$ cat src/rtl/core/pau_ram.sv
// Generic single-port-write, single-port-read RAM with registered read data.
module pau_ram #(
    parameter int WIDTH = 8,
    parameter int DEPTH = 32
) (
    input  logic                     i_clk,
    input  logic                     i_we,
    input  logic [$clog2(DEPTH)-1:0] i_waddr,
    input  logic [WIDTH-1:0]         i_wdata,
    input  logic                     i_re,
    input  logic [$clog2(DEPTH)-1:0] i_raddr,
    output logic [WIDTH-1:0]         o_rdata
);

    logic [WIDTH-1:0] r_mem [DEPTH];
    logic [WIDTH-1:0] r_rdata;

    always_ff @(posedge i_clk) begin
        if (i_we) begin
            r_mem[i_waddr] <= i_wdata;
        end
        if (i_re) begin
            r_rdata <= r_mem[i_raddr];
        end
    end

    assign o_rdata = r_rdata;

endmodule

$ cat config.mk
export PLATFORM = sky130hd
export DESIGN_NAME = pau_ram
export DESIGN_NICKNAME = d
export VERILOG_FILES = /design/src/rtl/core/pau_ram.sv
export SDC_FILE = /design/constraint.sdc
export NUM_CORES = 1
export LEC_CHECK = 0
export ABC_AREA = 1
export CORE_MARGIN = 1
export CORE_UTILIZATION = 45
export DETAILED_ROUTE_END_ITERATION = 7
export DONT_BUFFER_PORTS = 1
export PLACE_DENSITY_LB_ADDON = 0.25
export SLEW_MARGIN = 20
export SYNTH_ARGS = -nofsm -noshare
export SYNTH_HDL_FRONTEND = slang
export SYNTH_SLANG_ARGS = --single-unit
$ cat constraint.sdc
create_clock -name i_clk -period 1.45 [get_ports i_clk]
set_input_delay 0.0725 -clock i_clk [delete_from_list [all_inputs] [get_ports i_clk]]
set_output_delay 0.0725 -clock i_clk [all_outputs]
set_load 0.005 [all_outputs]
==> summary.txt <==
Run status
  • Outcome: finished, final reports clean

Job
  • Max-capacitance violation count: 0

Yosys
  • Fraction of synthesized cell area taken by the top area cell type: 72.95%
  • Syn Area/Cell: 11.79 um2
  • Post-Syn Instances: 922
  • Number of synthesized flops with an enable pin: 264
  • Post-Syn Area: 10870 um2
  • Number of storage elements in the synthesis netlist: 264
  • Most frequent cells after synthesis: sky130_fd_sc_hd__nand2_1, sky130_fd_sc_hd__edfxtp_1, sky130_fd_sc_hd__nand3_1
  • Largest area contributor in the netlist: sky130_fd_sc_hd__edfxtp_1
  • Distinct cells, synth: 11
  • Count of synthesis-stage warnings from yosys: 0
  • Share of async-settable or async-resettable flops after synthesis: 0%
  • Cell with the most instances after synthesis: sky130_fd_sc_hd__nand2_1
  • Portion of the post-synthesis area used by sequential elements: 72.95%
  • Top_reg_cell synth: sky130_fd_sc_hd__edfxtp_1
  • Leading cell types by total area after synthesis: sky130_fd_sc_hd__edfxtp_1, sky130_fd_sc_hd__nand2_1, sky130_fd_sc_hd__nand3_1
  • Synth Net Count: 943

Global routing
  • Total global routing track utilization: 21.39%
  • Pin count of the biggest net entering global routing: 130
  • Antenna violations before repair: 1
  • Aggregate global routing overflow: 0
  • Wire length of the first global-routing pass: 38920 um
  • Number of global-route vias before repair: 6577

CTS
  • Buffer cell driving the clock tree root: sky130_fd_sc_hd__clkbuf_16
  • Maximum buffer depth of the clock tree: 3
  • Number of CTS-inserted buffers: 28
  • Clock network latency to the later pin of the worst-skew pair: 540 ps
  • CTS tree: yes
  • Clock Sink Count: 264
  • Clock Pin Slew Worst Setup and Hold Paths: 60 ps
  • Level count of the clock H-tree: 1

Power and ir drop
  • Standby leakage power: 4.573 nW
  • Maximum vdd drop: 0.001098 V
  • Cell area power density: 1289 nW/um2

Timing
  • Final Max Tran Viols: 0
  • Layout Skew: 11.96 ps
  • Endpoints failing setup: 0
  • Setup TNS: 0 ps
  • PnR worst setup slack: 127.1 ps
  • Hold Fails Final Rpt: 0
  • F_max: 755.9 MHz
  • Minimum clock period: 1323 ps
  • RSZ-0062 raised after global routing: false
  • Max transition margin: 52.96%
  • Post-route fraction of the period consumed by the critical path: 91.24%
  • Worst Max-Slew Pin Slew: 703.3 ps

Routing
  • Via count of the routed design: 6891
  • Routed Antenna Nets: 0
  • Avg WL per Cell: 19.69 um
  • 1st-pass router iterations: 5
  • Total Routed Length: 25620 um
  • Via count normalized by instance count: 5.297
  • First-iteration detailed-routing DRC count: 618
  • Number of DRC violations after detailed routing: 0

Die
  • Std-Cell Core Area: 23540 um2
  • Effective utilization at floorplan: 46.16%
  • # IOs: 29
  • Horizontal extent of the die: 157.4 um
  • Area enclosed by the die boundary: 24770 um2
  • Site row count: 56
  • Y dimension of the die: 157.4 um

Worst setup path
  • Critical Path Start Type: register
  • Highest fanout seen on the critical path: 1
  • Data required time of the critical path: 1730 ps
  • Signal arrival time at the worst endpoint: 1610 ps
  • Critical register-to-register path startpoint: r_mem[13][3]
  • Critical path class: reg2reg
  • Timing startpoint of the critical path: r_mem[13][3]
  • Crit end category: register

Finish
  • Diode insertion count for antenna repair: 0
  • Post-layout nets: 988
  • Design Area, Final: 12370 um2
  • Layout-stage area growth over the synthesis result: 13.85%
  • Share of post-route cells with drive strength above 1: 9.165%

Place
  • I/O Buffers: 0
  • Place WS: 59.95 ps
  • Placed cell areas: 11270 um2
  • Final estimated routing congestion in global placement: 0.7745
  • Post-detail-place hpwl: 14500 um

Worst hold path
  • Kind of path behind the tightest hold check: in2reg
  • Startpoint of the worst hold path: i_raddr[2]
==> kinds of logic (layout without fill, tap and decap cells) <==
kind of cell | after synthesis | after routing | synth area share, %
AND/OR/NAND/NOR | 596 | 596 | 22.94
flip-flops | 264 | 264 | 72.95
buffers and inverters | 62 | 122 | 4.111
==> through the flow <==
stage | hold slack [ps] | std cells | total power, mW | utilization [%]
after global routing | 21.24 | 1301 | 16.41 | 52.55
after detailed placement | 174.4 | 1236 | 9.410 | 47.88
final | 9.028 | 1301 | 15.94 | 52.55
after floorplan | 171.4 | 922 | 9.312 | -
after CTS | 2.667 | 1301 | 16.02 | 52.55
after global placement | 173.7 | 1236 | 9.402 | 47.88
==> area by class of cell <==
class,count,area [um2]
clock inverters,12,77.57
clock buffers,33,740.7
fillers,2087,11170
repair buffers,67,695.7
multi-input cells,596,2492
inverters,10,38.79
well taps,319,399.1
flip-flops and latches,264,7928
==> worst max-delay path, stage by stage (launching register included) <==
cell and delay (ps):
sky130_fd_sc_hd__edfxtp_1 350, sky130_fd_sc_hd__nand2_1 70, sky130_fd_sc_hd__nand3_1 90, sky130_fd_sc_hd__nand3_1 110, sky130_fd_sc_hd__nand2_1 90, sky130_fd_sc_hd__nand2_1 70
sky130_fd_sc_hd__nand2_1 130, sky130_fd_sc_hd__nand2_1 90, sky130_fd_sc_hd__nand2_1 60
==> what timing repair did <==
item,CTS,global route
hold endpoints to repair,272,0
buffers inserted,0,0
hold buffers,20,0
gates resized for setup,0,0
==> flip-flops by register name, indices dropped and copies added, names as in the netlist <==
name / flops
o_rdata: 8
r_mem: 256
==> placed cells by master, fill, tap and decap left out <==
master                          netlist  final
sky130_fd_sc_hd__clkinv_1             0      8
sky130_fd_sc_hd__buf_12               0     13
sky130_fd_sc_hd__buf_4                4     42
sky130_fd_sc_hd__clkbuf_16            0     29
sky130_fd_sc_hd__nand3_1            204    204
sky130_fd_sc_hd__clkinv_2             0      3
sky130_fd_sc_hd__inv_1                8      8
sky130_fd_sc_hd__inv_2                2      1
sky130_fd_sc_hd__clkinvlp_4           0      1
sky130_fd_sc_hd__dlygate4sd3_1        0     12
sky130_fd_sc_hd__edfxtp_1           264    264
sky130_fd_sc_hd__nand2_1            360    360
sky130_fd_sc_hd__clkbuf_1             7      4
sky130_fd_sc_hd__bufinv_16            0      1
sky130_fd_sc_hd__nor2_1              32     32
==> report_power, final <==
part | leakage [nW] | switching, mW | total [mW] | internal, mW
combinational | 1.79 | 0.608 | 0.916 | 0.308
clock | 0.397 | 2.72 | 6.47 | 3.75
sequential | 2.39 | 0.0362 | 8.55 | 8.52
==> layer usage <==
layer | up-vias | track usage (%) | wire, um
li1 | 3290 | - | -
met1 | 3335 | 29.61 | 11100
met2 | 222 | 35.08 | 12190
met3 | 42 | 3.552 | 1773
met4 | 2 | 5.548 | 545
met5 | - | 0 | 13
==> path summary, 6_finish.rpt <==
check	to	slack [ps]	depth (start not counted)
worst max-delay path	o_rdata[3]	130	8
worst min-delay path	o_rdata[2]	9	6
worst max register to register	o_rdata[3]	130	8
worst min register to register	o_rdata[4]	850	8
No activity file was read; power rests on OpenSTA's default activity.
